File: src/rtl/psd_pkg.sv
// Package for the position settle detector: field widths, status and
// request codes, register indexes, register reset values and the request item.
// No dependencies.
package psd_pkg;

  localparam int unsigned TimeW   = 32;
  localparam int unsigned PosW    = 24;
  localparam int unsigned ThrW    = 16;
  localparam int unsigned CfgIdxW = 2;
  localparam int unsigned CfgDatW = 32;

  // Result codes
  typedef enum logic [1:0] {
    StRunning = 2'd0,
    StSuccess = 2'd1,
    StFailure = 2'd2
  } status_e;

  // Request codes
  localparam logic ReqStart = 1'b0;
  localparam logic ReqPoll  = 1'b1;

  // Register indexes
  localparam logic [CfgIdxW-1:0] CfgMoveThreshold = 2'd0;
  localparam logic [CfgIdxW-1:0] CfgSettleTime    = 2'd1;
  localparam logic [CfgIdxW-1:0] CfgTimeout       = 2'd2;

  // Register reset values
  localparam logic [ThrW-1:0]  MoveThresholdRst = 16'd50;
  localparam logic [TimeW-1:0] SettleTimeRst    = 32'd2000;
  localparam logic [TimeW-1:0] TimeoutRst       = 32'd30000;

  typedef struct packed {
    logic                   req_type;
    logic [TimeW-1:0]       now_ms;
    logic                   pos_present;
    logic                   pos_valid;
    logic signed [PosW-1:0] pos_x_mm;
    logic signed [PosW-1:0] pos_y_mm;
  } in_item_t;

endpackage

File: src/rtl/psd_cfg_if.sv
// Configuration write channel of the position settle detector.
// Depends on psd_pkg.
interface psd_cfg_if import psd_pkg::*; ();
  logic               valid;
  logic               ready;
  logic [CfgIdxW-1:0] index;
  logic [CfgDatW-1:0] data;

  modport source (output valid, output index, output data, input ready);
  modport sink   (input valid, input index, input data, output ready);
endinterface

File: src/rtl/psd_in_if.sv
// Request channel of the position settle detector: start or poll items.
// Depends on psd_pkg.
interface psd_in_if import psd_pkg::*; ();
  logic                   valid;
  logic                   ready;
  logic                   req_type;
  logic [TimeW-1:0]       now_ms;
  logic                   pos_present;
  logic                   pos_valid;
  logic signed [PosW-1:0] pos_x_mm;
  logic signed [PosW-1:0] pos_y_mm;

  modport source (output valid, output req_type, output now_ms, output pos_present,
                  output pos_valid, output pos_x_mm, output pos_y_mm, input ready);
  modport sink   (input valid, input req_type, input now_ms, input pos_present,
                  input pos_valid, input pos_x_mm, input pos_y_mm, output ready);
endinterface

File: src/rtl/psd_out_if.sv
// Result channel of the position settle detector: one status per request.
// Depends on psd_pkg.
interface psd_out_if import psd_pkg::*; ();
  logic       valid;
  logic       ready;
  logic [1:0] status;

  modport source (output valid, output status, input ready);
  modport sink   (input valid, input status, output ready);
endinterface

File: src/rtl/position_settle_detector.sv
// Position settle detector top level: request register, combinational
// evaluation against the anchor state, and result register.
// Depends on psd_pkg, psd_cfg_if, psd_in_if and psd_out_if.
//
// Usage:
//   cfg_i : register writes (move threshold, settle time, timeout), always
//           ready; an index beyond the list is dropped. Write only while idle.
//   in_i  : start (req_type 0) or poll (req_type 1) requests with a
//           millisecond timestamp and a planar position.
//   out_o : one status per request, in order: 0 running, 1 success,
//           2 failure.
// The result is registered. Throughput is one request per cycle while the
// receiver takes results: the request register and the result register form a
// two-stage pipeline, and the anchor and time stamps are updated as the request
// moves into the result register, so the next request already sees them. The
// evaluation is two 25x25 squarings, a 16x16 threshold squaring, a sum and a
// compare, all in that one stage. When the receiver stalls, the result holds
// and the request register still takes one further request; then in_i.ready
// drops. Reset clears both stages, the stamps and the anchor, and loads the
// register reset values.
module position_settle_detector import psd_pkg::*; (
  input  logic     clk_i,
  input  logic     rst_ni,
  psd_cfg_if.sink  cfg_i,
  psd_in_if.sink   in_i,
  psd_out_if.source out_o
);

  localparam int unsigned DiffW = PosW + 1;
  localparam int unsigned SqW   = 2 * DiffW;

  // Configuration
  logic [ThrW-1:0]  thr_q;
  logic [TimeW-1:0] settle_q;
  logic [TimeW-1:0] timeout_q;

  // Request stage
  in_item_t item_q;
  logic     item_vld_q;
  logic     in_ready;
  logic     advance;

  // Tracking state
  logic [TimeW-1:0]       start_stamp_q;
  logic [TimeW-1:0]       move_stamp_q;
  logic signed [PosW-1:0] anchor_x_q;
  logic signed [PosW-1:0] anchor_y_q;
  logic                   anchor_set_q;

  // Result stage
  logic    out_vld_q;
  status_e status_q;
  status_e status_d;

  // Evaluation
  logic [TimeW-1:0]        elapsed;
  logic [TimeW-1:0]        still;
  logic                    timed_out;
  logic signed [DiffW-1:0] dx;
  logic signed [DiffW-1:0] dy;
  logic [DiffW-1:0]        dx_mag;
  logic [DiffW-1:0]        dy_mag;
  logic [SqW-1:0]          dist_sq;
  logic [SqW-1:0]          thr_sq;
  logic                    moved;
  logic                    sample_ok;

  assign cfg_i.ready = 1'b1;

  always_ff @(posedge clk_i or negedge rst_ni) begin
    if (!rst_ni) begin
      thr_q     <= MoveThresholdRst;
      settle_q  <= SettleTimeRst;
      timeout_q <= TimeoutRst;
    end else if (cfg_i.valid) begin
      unique case (cfg_i.index)
        CfgMoveThreshold: thr_q     <= cfg_i.data[ThrW-1:0];
        CfgSettleTime:    settle_q  <= cfg_i.data[TimeW-1:0];
        CfgTimeout:       timeout_q <= cfg_i.data[TimeW-1:0];
        default: ;
      endcase
    end
  end

  assign advance    = item_vld_q && (!out_vld_q || out_o.ready);
  assign in_ready   = !item_vld_q || advance;
  assign in_i.ready = in_ready;

  always_ff @(posedge clk_i or negedge rst_ni) begin
    if (!rst_ni) begin
      item_vld_q <= 1'b0;
    end else if (in_ready) begin
      item_vld_q <= in_i.valid;
    end
  end

  always_ff @(posedge clk_i) begin
    if (in_ready && in_i.valid) begin
      item_q.req_type    <= in_i.req_type;
      item_q.now_ms      <= in_i.now_ms;
      item_q.pos_present <= in_i.pos_present;
      item_q.pos_valid   <= in_i.pos_valid;
      item_q.pos_x_mm    <= in_i.pos_x_mm;
      item_q.pos_y_mm    <= in_i.pos_y_mm;
    end
  end

  always_comb begin
    elapsed   = item_q.now_ms - start_stamp_q;
    timed_out = elapsed > timeout_q;

    dx     = {item_q.pos_x_mm[PosW-1], item_q.pos_x_mm} - {anchor_x_q[PosW-1], anchor_x_q};
    dy     = {item_q.pos_y_mm[PosW-1], item_q.pos_y_mm} - {anchor_y_q[PosW-1], anchor_y_q};
    dx_mag = dx[DiffW-1] ? DiffW'(-dx) : DiffW'(dx);
    dy_mag = dy[DiffW-1] ? DiffW'(-dy) : DiffW'(dy);

    dist_sq = SqW'(SqW'(dx_mag) * SqW'(dx_mag)) + SqW'(SqW'(dy_mag) * SqW'(dy_mag));
    thr_sq  = SqW'(SqW'(thr_q) * SqW'(thr_q));
    moved   = anchor_set_q && (dist_sq > thr_sq);

    // a poll that reaches the anchor logic
    sample_ok = (item_q.req_type == ReqPoll) && item_q.pos_present && !timed_out
                && item_q.pos_valid;

    // a move restamps to now, so the still time is zero
    still = moved ? '0 : item_q.now_ms - move_stamp_q;

    priority if (item_q.req_type == ReqStart) begin
      status_d = StRunning;
    end else if (!item_q.pos_present) begin
      status_d = StFailure;
    end else if (timed_out) begin
      status_d = StSuccess;
    end else if (!item_q.pos_valid) begin
      status_d = StRunning;
    end else if (still >= settle_q) begin
      status_d = StSuccess;
    end else begin
      status_d = StRunning;
    end
  end

  always_ff @(posedge clk_i or negedge rst_ni) begin
    if (!rst_ni) begin
      start_stamp_q <= '0;
      move_stamp_q  <= '0;
      anchor_x_q    <= '0;
      anchor_y_q    <= '0;
      anchor_set_q  <= 1'b0;
    end else if (advance) begin
      if (item_q.req_type == ReqStart) begin
        start_stamp_q <= item_q.now_ms;
        move_stamp_q  <= item_q.now_ms;
        anchor_set_q  <= 1'b0;
      end else if (sample_ok && (!anchor_set_q || moved)) begin
        anchor_x_q   <= item_q.pos_x_mm;
        anchor_y_q   <= item_q.pos_y_mm;
        anchor_set_q <= 1'b1;
        if (moved) begin
          move_stamp_q <= item_q.now_ms;
        end
      end
    end
  end

  always_ff @(posedge clk_i or negedge rst_ni) begin
    if (!rst_ni) begin
      out_vld_q <= 1'b0;
      status_q  <= StRunning;
    end else if (advance) begin
      out_vld_q <= 1'b1;
      status_q  <= status_d;
    end else if (out_o.ready) begin
      out_vld_q <= 1'b0;
    end
  end

  assign out_o.valid  = out_vld_q;
  assign out_o.status = status_q;

`ifndef ASSERT_OFF
  a_stall_only_when_full: assert property (@(posedge clk_i) disable iff (!rst_ni)
    !in_ready |-> (item_vld_q && out_vld_q && !out_o.ready))
    else $error("request stage stalled without a blocked result");

  a_start_gives_running: assert property (@(posedge clk_i) disable iff (!rst_ni)
    (advance && item_q.req_type == ReqStart) |=> (out_vld_q && status_q == StRunning))
    else $error("start request did not report running");

  a_start_clears_anchor: assert property (@(posedge clk_i) disable iff (!rst_ni)
    (advance && item_q.req_type == ReqStart) |=> !anchor_set_q)
    else $error("start request left the anchor set");

  a_absent_fails: assert property (@(posedge clk_i) disable iff (!rst_ni)
    (advance && item_q.req_type == ReqPoll && !item_q.pos_present)
    |=> (status_q == StFailure && $stable(anchor_set_q)))
    else $error("poll without position did not fail cleanly");

  a_move_restamps: assert property (@(posedge clk_i) disable iff (!rst_ni)
    (advance && sample_ok && moved) |=> (move_stamp_q == $past(item_q.now_ms)))
    else $error("movement did not restamp the move time");
`endif

endmodule
File: src/flat_wrapper.sv
// flat-port wrapper written by rule: the top's interface ports become plain ports
module position_settle_detector_flat import psd_pkg::*;
  (clk_i, rst_ni, cfg_i_valid, cfg_i_index, cfg_i_data, cfg_i_ready, in_i_valid, in_i_req_type, in_i_now_ms, in_i_pos_present, in_i_pos_valid, in_i_pos_x_mm, in_i_pos_y_mm, in_i_ready, out_o_valid, out_o_status, out_o_ready);
  psd_cfg_if cfg_i_i ();
  psd_in_if in_i_i ();
  psd_out_if out_o_i ();
  input  logic clk_i;
  input  logic rst_ni;
  input wire logic [$bits(cfg_i_i.valid)-1:0] cfg_i_valid;
  input wire logic [$bits(cfg_i_i.index)-1:0] cfg_i_index;
  input wire logic [$bits(cfg_i_i.data)-1:0] cfg_i_data;
  output wire logic [$bits(cfg_i_i.ready)-1:0] cfg_i_ready;
  input wire logic [$bits(in_i_i.valid)-1:0] in_i_valid;
  input wire logic [$bits(in_i_i.req_type)-1:0] in_i_req_type;
  input wire logic [$bits(in_i_i.now_ms)-1:0] in_i_now_ms;
  input wire logic [$bits(in_i_i.pos_present)-1:0] in_i_pos_present;
  input wire logic [$bits(in_i_i.pos_valid)-1:0] in_i_pos_valid;
  input wire logic [$bits(in_i_i.pos_x_mm)-1:0] in_i_pos_x_mm;
  input wire logic [$bits(in_i_i.pos_y_mm)-1:0] in_i_pos_y_mm;
  output wire logic [$bits(in_i_i.ready)-1:0] in_i_ready;
  output wire logic [$bits(out_o_i.valid)-1:0] out_o_valid;
  output wire logic [$bits(out_o_i.status)-1:0] out_o_status;
  input wire logic [$bits(out_o_i.ready)-1:0] out_o_ready;
  assign cfg_i_i.valid = cfg_i_valid;
  assign cfg_i_i.index = cfg_i_index;
  assign cfg_i_i.data = cfg_i_data;
  assign cfg_i_ready = cfg_i_i.ready;
  assign in_i_i.valid = in_i_valid;
  assign in_i_i.req_type = in_i_req_type;
  assign in_i_i.now_ms = in_i_now_ms;
  assign in_i_i.pos_present = in_i_pos_present;
  assign in_i_i.pos_valid = in_i_pos_valid;
  assign in_i_i.pos_x_mm = in_i_pos_x_mm;
  assign in_i_i.pos_y_mm = in_i_pos_y_mm;
  assign in_i_ready = in_i_i.ready;
  assign out_o_valid = out_o_i.valid;
  assign out_o_status = out_o_i.status;
  assign out_o_i.ready = out_o_ready;
  position_settle_detector u_core (.clk_i(clk_i), .rst_ni(rst_ni), .cfg_i(cfg_i_i), .in_i(in_i_i), .out_o(out_o_i));
endmodule
File: config.mk
export PLATFORM = sky130hd
export DESIGN_NAME = position_settle_detector_flat
export DESIGN_NICKNAME = d
export VERILOG_FILES = /design/src/rtl/psd_pkg.sv /design/src/rtl/psd_cfg_if.sv /design/src/rtl/psd_in_if.sv /design/src/rtl/psd_out_if.sv /design/src/rtl/position_settle_detector.sv /design/src/flat_wrapper.sv
export SDC_FILE = /design/constraint.sdc
export NUM_CORES = 2
export LEC_CHECK = 0
export BUFFER_PORTS_ARGS = -buffer_cell sky130_fd_sc_hd__buf_4
export CORE_MARGIN = 4
export CORE_UTILIZATION = 39
export DETAILED_ROUTE_END_ITERATION = 8
export GPL_ROUTABILITY_DRIVEN = 1
export PLACE_DENSITY = 0.52
export SKIP_CTS_REPAIR_TIMING = 1
export SLEW_MARGIN = 10
export SYNTH_ARGS = -nofsm -noshare
export SYNTH_HDL_FRONTEND = slang
export SYNTH_SLANG_ARGS = --single-unit
File: constraint.sdc
create_clock -name clk_i -period 21.3 [get_ports clk_i]
set_clock_uncertainty 0.1 [all_clocks]
set_input_delay 3.195 -clock clk_i [delete_from_list [all_inputs] [get_ports clk_i]]
set_output_delay 3.195 -clock clk_i [all_outputs]
set_load 0.05 [all_outputs]
; ---- Word-level counts from Yosys, hierarchy flattened
; Index checks and enable logic that the tools add are counted.
[word_totals]
output_inout_bits = 5
reg_bits = 280
[op_classes]
n_eq_ne = 4
bitwise = 1
order_cmp = 3
n_mul = 3
n_reduce_logical = 23
n_mux = 15
addsub = 7
[ops]
columns = operator, n
row1 = $mux 32, 4
row2 = $mul 25x25->50, 2
row3 = $sub 32x32->32, 2
row4 = $add 50x50->50, 1
row5 = $gt 50x32->1, 1
row6 = $mux 25, 2
row7 = $neg 25->25, 2
row8 = $sub 24x24->25, 2
row9 = $ge 32x32->1, 1
row10 = $gt 32x32->1, 1
row11 = $mul 16x16->32, 1
row12 = $reduce_and 2->1, 5
row13 = $mux 2, 4
row14 = $logic_and 1x1->1, 7
row15 = $reduce_and 3->1, 2
row16 = $mux 1, 5
row17 = $logic_not 1->1, 4
row18 = $ne 2x2->1 const B, 2
row19 = $logic_or 1x1->1, 3
row20 = $eq 2x1->1 const B, 1
row21 = $eq 2x2->1 const B, 1
row22 = $logic_not 2->1, 1
row23 = $reduce_bool 2->1, 1
row24 = $not 1->1, 1

; ---- Depth between registers and ports, before layout
[depth]
word_depth = 14
depth_mapped = 72
mapped_depth_nobuf = 69

; ---- Least setup slack after synthesis
; OpenSTA, ideal clock, no wires.
[synth_path]
path_kind = register to register
startpoint = register u_core.item_q[24] in the netlist's numbering
endpoint = register u_core.status_q[0], in the netlist u_core.out_o.status[0]
period_less_slack_ps = 15277
required_ps = 21069
arrival_ps = 15046
slack_ps = 6023
path_stages_with_launch = 71
path_buffers = 3
path_cell_list = edfxtp_1 inv_1 ha_1 inv_1 fa_1 a21o_1 a221o_1 a211oi_1 a211o_1 nand2b_1 nor4_1 nor2b_1 and2_1 a21oi_1 xnor2_1 inv_1 clkbuf_1 nand2_1 (+35 left out) nand4_1 nor3_1 nand2_1 clkbuf_1 a21o_1 ha_1 nand2b_1 a21o_1 a21o_1 a21o_1 a21o_1 a21o_1 a21o_1 a21oi_1 o21ai_0 a31o_2 a211oi_1 o21ai_0
[synth_between]
elab_chain_cells = 14
[synth_lines]
columns = element, line_no
row1 = from (decl), position_settle_detector.sv:38  ; in_item_t item_q;
row2 = $sub 24x24->25 (*), position_settle_detector.sv:112  ; dx = {item_q.pos_x_mm[PosW-1], item_q.pos_x_mm} - {anchor_x_q[PosW-1], anchor_x_q};
row3 = $neg 25->25, position_settle_detector.sv:114  ; dx_mag = dx[DiffW-1] ? DiffW'(-dx) : DiffW'(dx);
row4 = $mux 25 (*), position_settle_detector.sv:114
row5 = $mul 25x25->50 (*), position_settle_detector.sv:117  ; dist_sq = SqW'(SqW'(dx_mag) * SqW'(dx_mag)) + SqW'(SqW'(dy_mag) * SqW'(dy_mag));
row6 = $add 50x50->50 (*), position_settle_detector.sv:117
row7 = $gt 50x32->1 (*), position_settle_detector.sv:119  ; moved = anchor_set_q && (dist_sq > thr_sq);
row8 = $logic_and 1x1->1 (*), position_settle_detector.sv:119
row9 = $mux 32 (*), position_settle_detector.sv:126  ; still = moved ? '0 : item_q.now_ms - move_stamp_q;
row10 = $ge 32x32->1 (*), position_settle_detector.sv:136  ; end else if (still >= settle_q) begin
row11 = $mux 1 (*), position_settle_detector.sv:136
row12 = $mux 2 (*), position_settle_detector.sv:134  ; end else if (!item_q.pos_valid) begin
row13 = $mux 2 (*), position_settle_detector.sv:132  ; end else if (timed_out) begin
row14 = $mux 2 (*), position_settle_detector.sv:130  ; end else if (!item_q.pos_present) begin
row15 = $mux 2 (*), position_settle_detector.sv:128  ; priority if (item_q.req_type == ReqStart) begin
row16 = to (signal assigned), position_settle_detector.sv:169  ; status_q <= StRunning;
row17 = to (signal assigned), position_settle_detector.sv:172  ; status_q <= status_d;
row18 = to (decl), position_settle_detector.sv:52  ; status_e status_q;
; Every way passes the cells marked *; elsewhere a longest branch is shown, timed or not.
; A chain may end at the register's enable or synchronous reset.

; ---- Final worst setup path
; Same ends and word-level chain as after synthesis.

==> run summary <==
status: complete, no violations
warnings from Yosys: 0
IO Port Bufs: 125
fin crit share: 82.7%
I/O pin count: 127
critical path arrival: 18040 ps
worst reg2reg path depth: 68
Worst-path clk slew: 70 ps
most common cell after layout, fill and taps aside: inv_1
synthesized area per cell: 9.45 um2
reg-to-reg startpoint: u_core.item_q[24]
min cycle time layout: 17610 ps
Setup crit start: u_core.item_q[24]
# Max-Cap Violations: 0
Clock Path Buffers: 3
Pins Over Slew Limit: 0
Synth Flop Type: dfrtp_1
row cnt: 146
Seq/Total Area, Yosys: 12.0%
Final setup viols: 0
Worst path slowest cell: clkinv_1
Root Driver: clkbuf_16
Achievable Freq: 56.8 MHz
CP Max Fanout: 32
initial DRC count: 2294
fillers: 15800
layout cell share with drive strength beyond 1: 7.03%
antenna viol nets, final: 0
Area after DPL: 65700 um2
Via density: 4.94
HP Class: reg2reg
largest cells by area after synthesis: fa_1 39%, ha_1 14%, inv_1 11%
Cell Area, Synth: 62000 um2
die height: 407 um
ys async rst share: 70.4%
GRT Total Usage: 21.0%
CTS Sinks: 280
nature of the critical path endpoint: flip-flop
starting density of the core: 39.2%
top cell type's share of synthesized area: 38.7%
H-tree depth: 1
Worst-Skew Late Latency: 650 ps
CP Data Required Time: 21720 ps
slew at the pin with the worst max-slew slack: 1020 ps
hold_sp: u_core.item_q[7]
initial antenna violation count: 3
CP delay by family, top: adder cells
EDFF count, synth: 83
most used cell, CP: fa_1
drt pass-1 iters: 6
slew margin rel.: 30.3%
vias in the first global route: 48000
Design Area, Final: 66700 um2
P&R area growth vs syn: 7.44%
GRT overflow: 0
Synth Register Bits: 280
drt total wl: 166000 um
commonest non-fill, non-tap cells in the layout: 1771 x inv_1, 1200 x fa_1, 673 x ha_1, 484 x nand2_1, 424 x nor2_1
Hold Violations, Final: 0
number of remaining DRC errors: 0
DP HPWL: 142000 um
die width: 407 um
Setup TNS: 0 ps
largest net degree at the start of global routing: 81
CTS tree: built
via count: 43300
Die Footprint: 166000 um2
Mapped Cells: 6567
Crit path depth: 68
CTS buffer count: 31
GPL Wtd Cong: 0.913
Layout Nets: 8660
RSZ-0062 raised after global routing: no
distinct cell type count after synthesis: 99
first-pass GRT wire length: 270000 um
Bufs and invs on worst path: 10
worst hold path depth: 1
placeable core area: 158000 um2
Max stage delay on crit path: 670 ps
critical path class: reg2reg
Startpoint Class: flip-flop
area leader, netlist: fa_1
Routed wire per std cell: 18.9 um
final timing paths:
kind / end / slack [ps]
worst max-delay path: u_core.out_o.status[0] / 3690
worst min-delay path: u_core.anchor_y_q[7] / 370
worst max register to register: u_core.out_o.status[0] / 3690
worst min register to register: u_core.anchor_y_q[7] / 370
max in group asynchronous: u_core.item_vld_q / 17270
min in group asynchronous: u_core.anchor_y_q[5] / 2420
cell type report:
type / count / area (um2) / area share [%]
multi-input cells: 4370 / 47400 / 71.2
flip-flops and latches: 280 / 7440 / 11.2
inverters: 1784 / 6700 / 10.0
well taps: 2072 / 2590 / 3.89
repair buffers: 198 / 1490 / 2.24
clock buffers: 37 / 808 / 1.21
clock inverters: 21 / 184 / 0.276
diodes: 2 / 5.00 / 0.00751
cell usage after synthesis, types with 12 or more instances:
| master | instances |
|---|---|
| nand3_1 | 40 |
| ha_1 | 673 |
| nor2_1 | 425 |
| mux2_2 | 131 |
| a31oi_1 | 17 |
| buf_1 | 12 |
| mux2_1 | 12 |
| o31ai_1 | 14 |
| or3_1 | 22 |
| a21boi_0 | 16 |
| fa_1 | 1200 |
| or2_2 | 25 |
| xnor2_1 | 135 |
| a211oi_1 | 30 |
| dfstp_2 | 16 |
| xor2_1 | 90 |
| nor2b_1 | 38 |
| clkbuf_1 | 142 |
| dfrtp_1 | 181 |
| o211ai_1 | 19 |
| nor3_1 | 45 |
| nand2_1 | 484 |
| o21a_1 | 34 |
| a21oi_1 | 211 |
| and2_1 | 59 |
| nand2b_1 | 62 |
| nor4_1 | 13 |
| a21o_1 | 115 |
| o21bai_1 | 27 |
| inv_1 | 1771 |
| o21ai_0 | 150 |
| nand4_1 | 46 |
| edfxtp_1 | 83 |
| and3_1 | 29 |
worst reg2reg max path: cells and delay by family, from the launching register on:
| family | cells | cell delay, ps |
|---|---|---|
| buffers and inverters | 10 | 1680 |
| DFF | 1 | 390 |
| and+or+nand+nor | 21 | 4920 |
| adders and majority gates | 14 | 6040 |
| AOI/OAI and AO/OA | 21 | 4120 |
| xor gates and xnor gates | 2 | 240 |
kinds of logic after synthesis:
family	after synthesis	share of synthesized area, %
adder cells (fa/ha/maj)	1873	52.3
other	2	0.0121
AND/OR/NAND/NOR	1327	9.75
XOR/XNOR	228	3.28
multiplexers	161	2.97
flip-flops	280	12.0
buffers and inverters	1954	11.9
AO/OA/AOI/OAI	742	7.81
state kept, by name, indices dropped and copies added (netlist names), 2 cells and up:
register and flops:
u_core.settle_q 32, u_core.timeout_q 32, u_core.anchor_x_q 24, u_core.out_o.status 2, u_core.start_stamp_q 32, u_core.move_stamp_q 32, u_core.thr_q 16, u_core.anchor_y_q 24
u_core.item_q 83
stage by stage:
stage | hold WS (ps) | setup WS [ps] | std cells | util (%)
finish | 373 | 3690 | 8764 | 42.1
global route | 398 | 2410 | 8762 | 42.1
CTS | 383 | 3690 | 8762 | 42.1
detailed placement | 375 | 3730 | 8704 | 41.5
global placement | 368 | 4120 | 8704 | 41.5
floorplan | 356 | 6020 | 6604 | -
routing by layer:
layer | share of wire, % | global-route usage, % | vias up
met5 | 0 | 0 | -
met4 | 2.5 | 4.49 | 0
met1 | 45 | 28.9 | 22100
li1 | - | - | 20300
met2 | 48 | 35.7 | 750
met3 | 4.2 | 2.26 | 164
Power is not shown: default switching activity piles up to over one toggle a cycle in this logic, so the estimate is an artifact.
